<file path="src/hdl/b93_pkg.sv">
// ----------------------------------------------------------------------------
// b93_pkg
// Shared types, constants and the symbol alphabet for the base-93 encoder.
// ----------------------------------------------------------------------------
`default_nettype none

package b93_pkg;

    // Request codes
    typedef enum logic {
        REQ_DATA  = 1'b0,
        REQ_FLUSH = 1'b1
    } t_req;

    typedef logic [6:0]  t_char;
    typedef logic [20:0] t_queue;
    typedef logic [4:0]  t_count;
    typedef logic [13:0] t_val;

    localparam int unsigned SYM_COUNT   = 93;
    localparam int unsigned SPLIT_LIMIT = 456;
    localparam int unsigned SHORT_BITS  = 13;
    localparam int unsigned LONG_BITS   = 14;
    localparam int unsigned TAIL_LIMIT  = 92;
    localparam int unsigned TAIL_BITS   = 7;
    localparam int unsigned BYTE_BITS   = 8;

    // floor(v / 93) == (v * DIV_MULT) >> DIV_SHIFT for every 14-bit v
    localparam int unsigned DIV_SHIFT = 21;
    localparam int unsigned DIV_MULT  = ((1 << DIV_SHIFT) + SYM_COUNT - 1) / SYM_COUNT;

    // Alphabet lookup: symbol index (0..92) to ASCII code
    function automatic t_char sym_char(input logic [6:0] idx);
        t_char c;
        c = 7'h20;
        if (idx < 7'd26) begin
            c = 7'(7'h41 + idx);
        end else if (idx < 7'd52) begin
            c = 7'(7'h61 + (idx - 7'd26));
        end else if (idx < 7'd62) begin
            c = 7'(7'h30 + (idx - 7'd52));
        end else begin
            unique case (idx)
                7'd62:   c = 7'h21;
                7'd63:   c = 7'h23;
                7'd64:   c = 7'h24;
                7'd65:   c = 7'h25;
                7'd66:   c = 7'h26;
                7'd67:   c = 7'h27;
                7'd68:   c = 7'h28;
                7'd69:   c = 7'h29;
                7'd70:   c = 7'h2A;
                7'd71:   c = 7'h2B;
                7'd72:   c = 7'h2C;
                7'd73:   c = 7'h2D;
                7'd74:   c = 7'h2E;
                7'd75:   c = 7'h2F;
                7'd76:   c = 7'h3A;
                7'd77:   c = 7'h3B;
                7'd78:   c = 7'h3C;
                7'd79:   c = 7'h3D;
                7'd80:   c = 7'h3E;
                7'd81:   c = 7'h3F;
                7'd82:   c = 7'h40;
                7'd83:   c = 7'h5B;
                7'd84:   c = 7'h5D;
                7'd85:   c = 7'h5E;
                7'd86:   c = 7'h5F;
                7'd87:   c = 7'h60;
                7'd88:   c = 7'h7B;
                7'd89:   c = 7'h7C;
                7'd90:   c = 7'h7D;
                7'd91:   c = 7'h7E;
                default: c = 7'h20;
            endcase
        end
        return c;
    endfunction

endpackage

`default_nettype wire

</file>
<file path="src/hdl/b93_in_if.sv">
// ----------------------------------------------------------------------------
// b93_in_if
// Request channel: data byte or flush request, valid/ready handshake.
// ----------------------------------------------------------------------------
`default_nettype none

interface b93_in_if;
    logic        valid;
    logic        ready;
    logic        req_type;
    logic [7:0]  in_byte;

    modport source (output valid, output req_type, output in_byte, input ready);
    modport sink   (input valid, input req_type, input in_byte, output ready);
endinterface

`default_nettype wire

</file>
<file path="src/hdl/b93_out_if.sv">
// ----------------------------------------------------------------------------
// b93_out_if
// Character channel: one encoded symbol per beat, valid/ready handshake.
// ----------------------------------------------------------------------------
`default_nettype none

interface b93_out_if;
    logic        valid;
    logic        ready;
    logic [6:0]  out_char;
    logic        last_of_run;

    modport source (output valid, output out_char, output last_of_run, input ready);
    modport sink   (input valid, input out_char, input last_of_run, output ready);
endinterface

`default_nettype wire

</file>
<file path="src/hdl/base93_stream_encoder.sv">
// ----------------------------------------------------------------------------
// base93_stream_encoder
// Streaming base-93 encoder: packs bytes into 13/14-bit groups, emits two
// alphabet characters per group, and drains the tail on a flush request.
// ----------------------------------------------------------------------------
// Path: a beat's first character leaves through the stage A and stage B registers.
// Throughput: one character per cycle while the output is ready; a byte that
//   closes a group yields two characters on the single output port.
// The bit queue updates in the accept cycle; the divide-by-93 multiplier
//   sits in the register-to-register path between the two stages.
// Reset (i_rst_n low, synchronous): queue and bit count cleared, both stages empty.
`default_nettype none

module base93_stream_encoder (
    input  wire         i_clk,
    input  wire         i_rst_n,
    b93_in_if.sink      i_in,
    b93_out_if.source   o_out
);

    // Encoder state
    b93_pkg::t_queue r_queue, n_queue;
    b93_pkg::t_count r_count, n_count;

    // Stage A: value to split into characters
    logic            r_a_valid, n_a_valid;
    b93_pkg::t_val   r_a_val,   n_a_val;
    logic            r_a_two,   n_a_two;

    // Stage B: character pair being sent
    logic            r_b_valid, n_b_valid;
    logic            r_b_sel,   n_b_sel;
    logic            r_b_two,   n_b_two;
    b93_pkg::t_char  r_b_c0,    n_b_c0;
    b93_pkg::t_char  r_b_c1,    n_b_c1;

    logic            in_acc;
    logic            b_done;
    logic            b_free;
    logic            a_move;

    // Append and group selection
    logic [4:0]      sh;
    b93_pkg::t_queue app;
    logic [4:0]      app_cnt;

    // Divide by 93
    logic [28:0]     prod;
    logic [7:0]      quo;
    logic [14:0]     quo93;
    logic [6:0]      rem;
    logic [6:0]      quo_mod;

    // Handshake
    assign b_done = r_b_valid && o_out.ready && (r_b_sel || !r_b_two);
    assign b_free = !r_b_valid || b_done;
    assign a_move = r_a_valid && b_free;
    assign i_in.ready = !r_a_valid || b_free;
    assign in_acc = i_in.valid && i_in.ready;

    assign o_out.valid       = r_b_valid;
    assign o_out.out_char    = r_b_sel ? r_b_c1 : r_b_c0;
    assign o_out.last_of_run = r_b_sel || !r_b_two;

    // Byte append into the queue
    always_comb begin
        sh      = (r_count > 5'(b93_pkg::SHORT_BITS)) ? 5'(b93_pkg::SHORT_BITS) : r_count;
        app     = r_queue | (b93_pkg::t_queue'(i_in.in_byte) << sh);
        app_cnt = 5'(sh + 5'(b93_pkg::BYTE_BITS));
    end

    // Divide/modulo by 93 via reciprocal multiply
    always_comb begin
        prod    = {15'd0, r_a_val} * 29'(b93_pkg::DIV_MULT);
        quo     = prod[28:21];
        quo93   = {7'd0, quo} * 15'(b93_pkg::SYM_COUNT);
        rem     = 7'(r_a_val - quo93[13:0]);
        quo_mod = (quo >= 8'(b93_pkg::SYM_COUNT)) ? 7'(quo - 8'(b93_pkg::SYM_COUNT))
                                                  : quo[6:0];
    end

    // Next state for queue and stage A
    always_comb begin
        n_queue   = r_queue;
        n_count   = r_count;
        n_a_valid = r_a_valid && !a_move;
        n_a_val   = r_a_val;
        n_a_two   = r_a_two;
        if (in_acc) begin
            if (b93_pkg::t_req'(i_in.req_type) == b93_pkg::REQ_FLUSH) begin
                n_queue   = '0;
                n_count   = '0;
                n_a_valid = (r_count != 5'd0);
                n_a_val   = r_queue[13:0];
                n_a_two   = (r_count > 5'(b93_pkg::TAIL_BITS))
                         || (r_queue > 21'(b93_pkg::TAIL_LIMIT));
            end else if (app_cnt > 5'(b93_pkg::SHORT_BITS)) begin
                n_a_valid = 1'b1;
                n_a_two   = 1'b1;
                if (app[12:0] > 13'(b93_pkg::SPLIT_LIMIT)) begin
                    n_a_val = {1'b0, app[12:0]};
                    n_queue = app >> b93_pkg::SHORT_BITS;
                    n_count = 5'(app_cnt - 5'(b93_pkg::SHORT_BITS));
                end else begin
                    n_a_val = app[13:0];
                    n_queue = app >> b93_pkg::LONG_BITS;
                    n_count = 5'(app_cnt - 5'(b93_pkg::LONG_BITS));
                end
            end else begin
                n_queue = app;
                n_count = app_cnt;
            end
        end
    end

    // Next state for stage B
    always_comb begin
        n_b_valid = r_b_valid && !b_done;
        n_b_sel   = r_b_sel;
        n_b_two   = r_b_two;
        n_b_c0    = r_b_c0;
        n_b_c1    = r_b_c1;
        if (r_b_valid && o_out.ready && !r_b_sel && r_b_two) begin
            n_b_sel = 1'b1;
        end
        if (a_move) begin
            n_b_valid = 1'b1;
            n_b_sel   = 1'b0;
            n_b_two   = r_a_two;
            n_b_c0    = b93_pkg::sym_char(rem);
            n_b_c1    = b93_pkg::sym_char(quo_mod);
        end
    end

    // Control registers
    always_ff @(posedge i_clk) begin
        if (!i_rst_n) begin
            r_queue   <= '0;
            r_count   <= '0;
            r_a_valid <= 1'b0;
            r_b_valid <= 1'b0;
            r_b_sel   <= 1'b0;
        end else begin
            r_queue   <= n_queue;
            r_count   <= n_count;
            r_a_valid <= n_a_valid;
            r_b_valid <= n_b_valid;
            r_b_sel   <= n_b_sel;
        end
    end

    // Payload registers
    always_ff @(posedge i_clk) begin
        r_a_val <= n_a_val;
        r_a_two <= n_a_two;
        r_b_two <= n_b_two;
        r_b_c0  <= n_b_c0;
        r_b_c1  <= n_b_c1;
    end

    // Checks
    a_count_bound: assert property (@(posedge i_clk) disable iff (!i_rst_n)
        r_count <= 5'(b93_pkg::SHORT_BITS))
        else $error("bit count above 13");

    a_flush_clears: assert property (@(posedge i_clk) disable iff (!i_rst_n)
        in_acc && i_in.req_type |=> (r_count == 5'd0) && (r_queue == '0))
        else $error("flush left bits in queue");

    a_a_holds: assert property (@(posedge i_clk) disable iff (!i_rst_n)
        r_a_valid && !b_free |=> r_a_valid && $stable(r_a_val) && $stable(r_a_two))
        else $error("stage A lost its value while stalled");

    a_second_only_pair: assert property (@(posedge i_clk) disable iff (!i_rst_n)
        r_b_valid && r_b_sel |-> r_b_two)
        else $error("second character sent for a single-character group");

    a_first_not_last: assert property (@(posedge i_clk) disable iff (!i_rst_n)
        o_out.valid && o_out.ready && !o_out.last_of_run |=> o_out.valid && r_b_sel)
        else $error("pair not completed after first character");

endmodule

`default_nettype wire

</file>
<file path="src/flat_wrapper.sv">
// flat-port wrapper written by rule: the top's interface ports become plain ports
module base93_stream_encoder_flat 
  (i_clk, i_rst_n, i_in_valid, i_in_req_type, i_in_in_byte, i_in_ready, o_out_valid, o_out_out_char, o_out_last_of_run, o_out_ready);
  b93_in_if i_in_i ();
  b93_out_if o_out_i ();
  input  wire i_clk;
  input  wire i_rst_n;
  input wire logic [$bits(i_in_i.valid)-1:0] i_in_valid;
  input wire logic [$bits(i_in_i.req_type)-1:0] i_in_req_type;
  input wire logic [$bits(i_in_i.in_byte)-1:0] i_in_in_byte;
  output wire logic [$bits(i_in_i.ready)-1:0] i_in_ready;
  output wire logic [$bits(o_out_i.valid)-1:0] o_out_valid;
  output wire logic [$bits(o_out_i.out_char)-1:0] o_out_out_char;
  output wire logic [$bits(o_out_i.last_of_run)-1:0] o_out_last_of_run;
  input wire logic [$bits(o_out_i.ready)-1:0] o_out_ready;
  assign i_in_i.valid = i_in_valid;
  assign i_in_i.req_type = i_in_req_type;
  assign i_in_i.in_byte = i_in_in_byte;
  assign i_in_ready = i_in_i.ready;
  assign o_out_valid = o_out_i.valid;
  assign o_out_out_char = o_out_i.out_char;
  assign o_out_last_of_run = o_out_i.last_of_run;
  assign o_out_i.ready = o_out_ready;
  base93_stream_encoder u_core (.i_clk(i_clk), .i_rst_n(i_rst_n), .i_in(i_in_i), .o_out(o_out_i));
endmodule
</file>
<file path="config.mk">
export PLATFORM = sky130hd
export DESIGN_NAME = base93_stream_encoder_flat
export DESIGN_NICKNAME = d
export VERILOG_FILES = /design/src/hdl/b93_pkg.sv /design/src/hdl/b93_in_if.sv /design/src/hdl/b93_out_if.sv /design/src/hdl/base93_stream_encoder.sv /design/src/flat_wrapper.sv
export SDC_FILE = /design/constraint.sdc
export NUM_CORES = 1
export LEC_CHECK = 0
export ABC_AREA = 1
export BUFFER_PORTS_ARGS = -buffer_cell sky130_fd_sc_hd__buf_4
export CAP_MARGIN = 30
export CELL_PAD_IN_SITES_DETAIL_PLACEMENT = 1
export CELL_PAD_IN_SITES_GLOBAL_PLACEMENT = 2
export CORE_MARGIN = 2
export CORE_UTILIZATION = 38
export CTS_BUF_LIST = sky130_fd_sc_hd__clkbuf_8 sky130_fd_sc_hd__clkbuf_16
export CTS_CLUSTER_DIAMETER = 80
export DETAILED_ROUTE_END_ITERATION = 8
export GPL_ROUTABILITY_DRIVEN = 0
export PLACE_DENSITY_LB_ADDON = 0.05
export SETUP_SLACK_MARGIN = 0.5
export SLEW_MARGIN = 30
export SYNTH_ARGS = -nofsm -noshare
export SYNTH_HDL_FRONTEND = slang
export SYNTH_SLANG_ARGS = --single-unit
</file>
<file path="constraint.sdc">
create_clock -name i_clk -period 10.4 [get_ports i_clk]
set_clock_uncertainty 0.15 [all_clocks]
set_input_delay 2.6 -clock i_clk [delete_from_list [all_inputs] [get_ports i_clk]]
set_output_delay 2.6 -clock i_clk [all_outputs]
set_load 0.005 [all_outputs]
</file>
==> results.cfg, run 1 <==
[yosys]
synth_edf_count = 30
yosysMostFrequentCell = nand2_1
yosysUniqueCellTypes = 56
ys_ff_latch = 59
yosysTopAreaCell = ha_1
synth.cell_area_um2 = 9700
syn-mean-instance-area_um2 = 6.98
synthTopCellsByCount = 381 x nand2_1, 270 x inv_1, 169 x ha_1
synth_top_area_share_pct = 21.8
syn_nets = 1621
ys_seq_area_share_pct = 15.3
synth_area_leaders = ha_1 22%, nand2_1 15%, inv_1 10%, fa_1 10%, edfxtp_1 9.3%
ys_warn_count = 0
synthFlopType = edfxtp_1
synthArstFlopShare_pct = 0
synth_cells = 1389

[clock_tree]
h-tree-depth = 3
cts_resized = 0
cts.sinks = 59
clk_pin_slew_ns = 0.06
cts_tree = yes
holdBufCountCts = 0
clock_latency_ns = 0.33
clockRootBuffer = clkbuf_16
post_cts_buffers = 0
cts_buffers = 9
clk_path_buf_depth = 2

[placed_design]
dp.cells = 1726
dp_hpwl_um = 24400
pre_cts_ws_ns = 1.50
portBuffers = 22

[worst_setup_path]
crit_fanout = 13
cp_slowest_stage_delay_ns = 0.57
path_class = flip-flop to flip-flop
worst-r2r-cell-count = 34
crit_buf_inv = 4
end_kind = flip-flop
cp_common_cell = fa_1
crit_required_ns = 10.45
startpoint = u_core.r_a_val[11]
rr_startpoint = u_core.r_a_val[11]
start_kind = flip-flop
reg2reg_to = u_core.r_b_c0[2]
cpLargestDelayFamily = adder cells
endpoint = u_core.r_b_c0[2]
worst-path-stages = 34
rrSetupSlack_ns = 1.48
cp_slowest_cell = fa_1
crit_arrival_ns = 8.97

[sta]
setup_viol = 0
setup_ws_ns = 1.48
relSlewSlack_pct = 41.0
fin_tns_setup_ns = 0
tightest_slew_ns = 0.882
fin_crit_sh_pct = 85.8
slew_viol_final = 0
hold_viol_final = 0
period_minus_slack_ns = 8.92
rsz0062_at_grt = false
fmax_mhz = 112

[route]
routed_wl_um = 28700
wl_per_cell_um = 16.5
vias = 8706
met1Wirelength_um = 14400
first_iter_violations = 340
first_pass_iters = 5
vias_per_cell = 5.00
top_layer = met4
routed-wl-met2_um = 13100
postRouteAntennaNets = 0
dr_wl_met3_um = 520
drcViolationCount = 0

[floorplanning]
die_y_um = 164
die_w_um = 164
rows = 58
io_pins = 23
core_um2 = 25100
start_util_pct = 38.6
dieArea_um2 = 26800

[layout]
fillCellCount = 3310
diodes = 0
layout.nets = 1639
finalNonFillerCells = 1742
drive_above_1_share_pct = 7.93
area_growth_pct = 8.50
regArea_um2 = 1480
multi_input_area_um2 = 7040

[global_routing]
antenna_found_initial = 0
grt_pass1_wl_um = 47000
grt.total_usage_pct = 22.4
grt_start_max_net_pins = 24
grt-ovfl-total = 0
grt_pass1_vias = 8959

[job]
max_cap_violations = 0

[outcome]
status = finished, final reports clean

[hold_path]
hold_class = flip-flop to flip-flop
[registers in the layout, summed over array words and instances (netlist names)]
signal,cells
u_core.r_count,5
u_core.r_b_c0,7
u_core.r_a_val,14
u_core.r_b_sel,1
u_core.r_queue,21
u_core.r_b_two,1
u_core.r_a_two,1
u_core.r_b_c1,7
u_core.r_a_valid,1
u_core.o_out.valid,1
[per-layer routing]
| layer | vias up | GRT usage, % |
|---|---|---|
| met2 | 96 | 37.6 |
| met3 | 33 | 1.19 |
| met1 | 4115 | 31.3 |
| met5 | - | 0 |
| met4 | 0 | 6.46 |
| li1 | 4462 | - |
[metrics by stage]
step / utilization, % / cell area [um2] / hold WS [ns]
global route: 41.9 / 10500 / 0.318
detailed placement: 40.6 / 10200 / 0.308
CTS: 41.9 / 10500 / 0.306
floorplan: - / 9700 / 0.250
finish: 41.9 / 10500 / 0.293
global placement: 40.6 / 10200 / 0.304
[logic make-up (layout without fill, tap and decap cells)]
| logic type | Yosys count | in the layout | synth area share [%] |
|---|---|---|---|
| buffers and inverters | 304 | 327 | 12.1 |
| AOI/OAI and AO/OA | 158 | 158 | 9.87 |
| xor gates and xnor gates | 26 | 26 | 2.35 |
| DFF | 59 | 59 | 15.3 |
| other | 1 | 1 | 0.0387 |
| and+or+nand+nor | 620 | 620 | 28.0 |
| adders and majority gates | 219 | 219 | 32.1 |
| muxes | 2 | 2 | 0.206 |
[placed cells by master (no fill, tap or decap), drive strengths merged, types with 2 or more instances in the layout]
cell type  synthesis  routed
fa                50      50
o21ai             54      54
nor3              12      12
nand4             19      19
clkinv             1       2
a211oi            10      10
and2               2       2
o211ai            10      10
nor2              84      84
a21o               2       2
xor2              14      14
ha               169     169
clkbuf            11      12
or2                9       9
inv              285     286
edfxtp            30      30
a21oi             64      64
nand3             75      75
buf                7      25
o21bai             4       4
xnor2             12      12
nand3b             7       7
o21a               5       5
nor4               4       4
nand2            404     404
mux2i              2       2
a31oi              3       3
nor3b              4       4
dfxtp             29      29
[area by class of cell]
class,count,share of cell area [%]
sequential,59,14.1
tap,330,3.92
clock inverter,4,0.440
timing repair buffer,25,1.78
clock buffer,12,2.64
multi-input combinational,1026,66.9
inverter,286,10.2
[how the worst min path moves through the flow]
stage,start,end,cells past startpoint
finish,u_core.r_a_two,u_core.r_b_two,0
global route,u_core.r_a_two,u_core.r_b_two,0
CTS,u_core.r_a_two,u_core.r_b_two,0
detailed placement,u_core.r_count[0],u_core.r_count[0],2
global placement,u_core.r_a_two,u_core.r_b_two,0
floorplan,u_core.r_a_two,u_core.r_b_two,0
[worst register-to-register path: cells and delay by family, from the launching register on]
family                     cells  cell delay (ns)
and+or+nand+nor               15             1.96
buffers and inverters          4             0.23
adders and majority gates     12             5.39
xor gates and xnor gates       2             0.36
AOI/OAI and AO/OA              1             0.21
DFF                            1             0.50
Power of run 1 is not shown: default switching activity piles up to over one toggle a cycle in this logic, so the estimate is an artifact.
==> run 2, diff against run 1 <==
- PLACE_DENSITY: unset -> 0.84
- PLACE_DENSITY_LB_ADDON: 0.05 -> unset
==> run 2 against run 1 <==
Worst setup slack gained 0.13 ns; count of clock-buffer cells in the layout is the same; hold slack lost 0.0049 ns; cell count is the same; via count grew 0.41%; utilization is essentially flat; cell area is essentially flat; die area is the same; register-to-register slack gained 0.13 ns; fmax grew 1.5%; critical path depth shrank 1.
==> results.cfg, run 2 (synthesized netlist as in run 1, its figures left out) <==
[worst_setup_path]
rrSetupSlack_ns = 1.61
cp_common_cell = fa_1
path_class = flip-flop to flip-flop
cp_slowest_stage_delay_ns = 0.58
worst-r2r-cell-count = 33
crit_fanout = 15
start_kind = flip-flop
startpoint = u_core.r_a_val[11]
rr_startpoint = u_core.r_a_val[11]
end_kind = flip-flop
crit_arrival_ns = 8.83
endpoint = u_core.r_b_c0[1]
reg2reg_to = u_core.r_b_c0[1]
crit_required_ns = 10.44
cp_slowest_cell = fa_1

[route]
vias = 8742
first_pass_iters = 4
postRouteAntennaNets = 0
vias_per_cell = 5.02
routed_wl_um = 28000
first_iter_violations = 424
drcViolationCount = 0
wl_per_cell_um = 16.1

[layout]
layout.nets = 1639
diodes = 0
area_growth_pct = 8.41
drive_above_1_share_pct = 8.00
largest_reg_flops = 21
largest_register = u_core.r_queue
layout_common_cells = 381 x nand2_1, 270 x inv_1, 169 x ha_1
largestRegisters = u_core.r_queue: 21 flops, u_core.r_a_val: 14 flops
final_common_cell = nand2_1

[sta]
slew_viol_final = 0
hold_viol_final = 0
period_minus_slack_ns = 8.79
tightest_slew_ns = 0.924
fmax_mhz = 114
setup_viol = 0
rsz0062_at_grt = false
fin_tns_setup_ns = 0
relSlewSlack_pct = 38.4
fin_crit_sh_pct = 84.5

[floorplanning]
start_util_pct = 38.6
io_pins = 23
dieArea_um2 = 26800
core_um2 = 25100
rows = 58
die_y_um = 164
die_w_um = 164

[clock_tree]
clk_pin_slew_ns = 0.06
cts_resized = 0
h-tree-depth = 3
clock_latency_ns = 0.33
cts_tree = yes
post_cts_buffers = 0
cts.sinks = 59
clk_path_buf_depth = 2
cts_buffers = 9
holdBufCountCts = 0
clockRootBuffer = clkbuf_16

[global_routing]
antenna_found_initial = 0
grt-ovfl-total = 0
grt_pass1_vias = 9178
grt_pass1_wl_um = 47100
grt.total_usage_pct = 22.1
grt_start_max_net_pins = 24

[outcome]
status = finished, final reports clean

[job]
max_cap_violations = 0

[placed_design]
portBuffers = 22
dp_hpwl_um = 23900

[hold_path]
hold_class = flip-flop to flip-flop
-- run 2: cell types whose count changed in the layout (fill, tap and decap cells not counted), sizes merged --
cell / before / now
clkinvlp: 1 / 0
inv: 286 / 287
bufinv: 1 / 0
clkinv: 2 / 3
-- run 2: routing by layer --
layer / global-route usage [%] / vias to the layer above / part of all wire (%)
li1: - / 4459 / -
met1: 31.3 / 4154 / 51
met2: 36.6 / 98 / 45
met3: 1.52 / 31 / 2.0
met4: 5.54 / 0 / 1.9
met5: 0 / - / 0
-- run 2: cell type report --
class                      instances  area, um2
clock buffer                      12        289
inverter                         286       1080
sequential                        59       1480
timing repair buffer              25        188
multi-input combinational       1026       7040
fill                            3264      14600
tap                              330        413
clock inverter                     4       26.3
-- run 2: stage by stage --
stage	hold WS, ns	std cells	worst slack, ns	utilization [%]	area [um2]
floorplan	0.250	1389	2.34	-	9700
global placement	0.268	1726	1.70	40.6	10200
detailed placement	0.276	1726	1.57	40.6	10200
CTS	0.286	1742	1.54	41.9	10500
global route	0.292	1742	1.03	41.9	10500
finish	0.288	1742	1.61	41.9	10500
-- run 2: worst min path at each step --
| stage | startpoint | end | slack [ns] | cells after the start |
|---|---|---|---|---|
| floorplan | u_core.r_a_two | u_core.r_b_two | 0.25 | 0 |
| global placement | u_core.r_a_two | u_core.r_b_two | 0.27 | 0 |
| detailed placement | u_core.r_a_two | u_core.r_b_two | 0.28 | 0 |
| CTS | u_core.r_a_two | u_core.r_b_two | 0.29 | 0 |
| global route | u_core.r_a_two | u_core.r_b_two | 0.29 | 0 |
| finish | u_core.r_a_two | u_core.r_b_two | 0.29 | 0 |
-- run 2: worst max-delay path, delay by kind of cell (launching register included) --
kind | cells | cell delay [ns]
AO/OA/AOI/OAI | 2 | 0.60
adder cells (fa/ha/maj) | 12 | 5.07
flip-flops | 1 | 0.49
AND/OR/NAND/NOR | 15 | 2.09
buffers and inverters | 4 | 0.23
Power of run 2 is left out for the same reason.
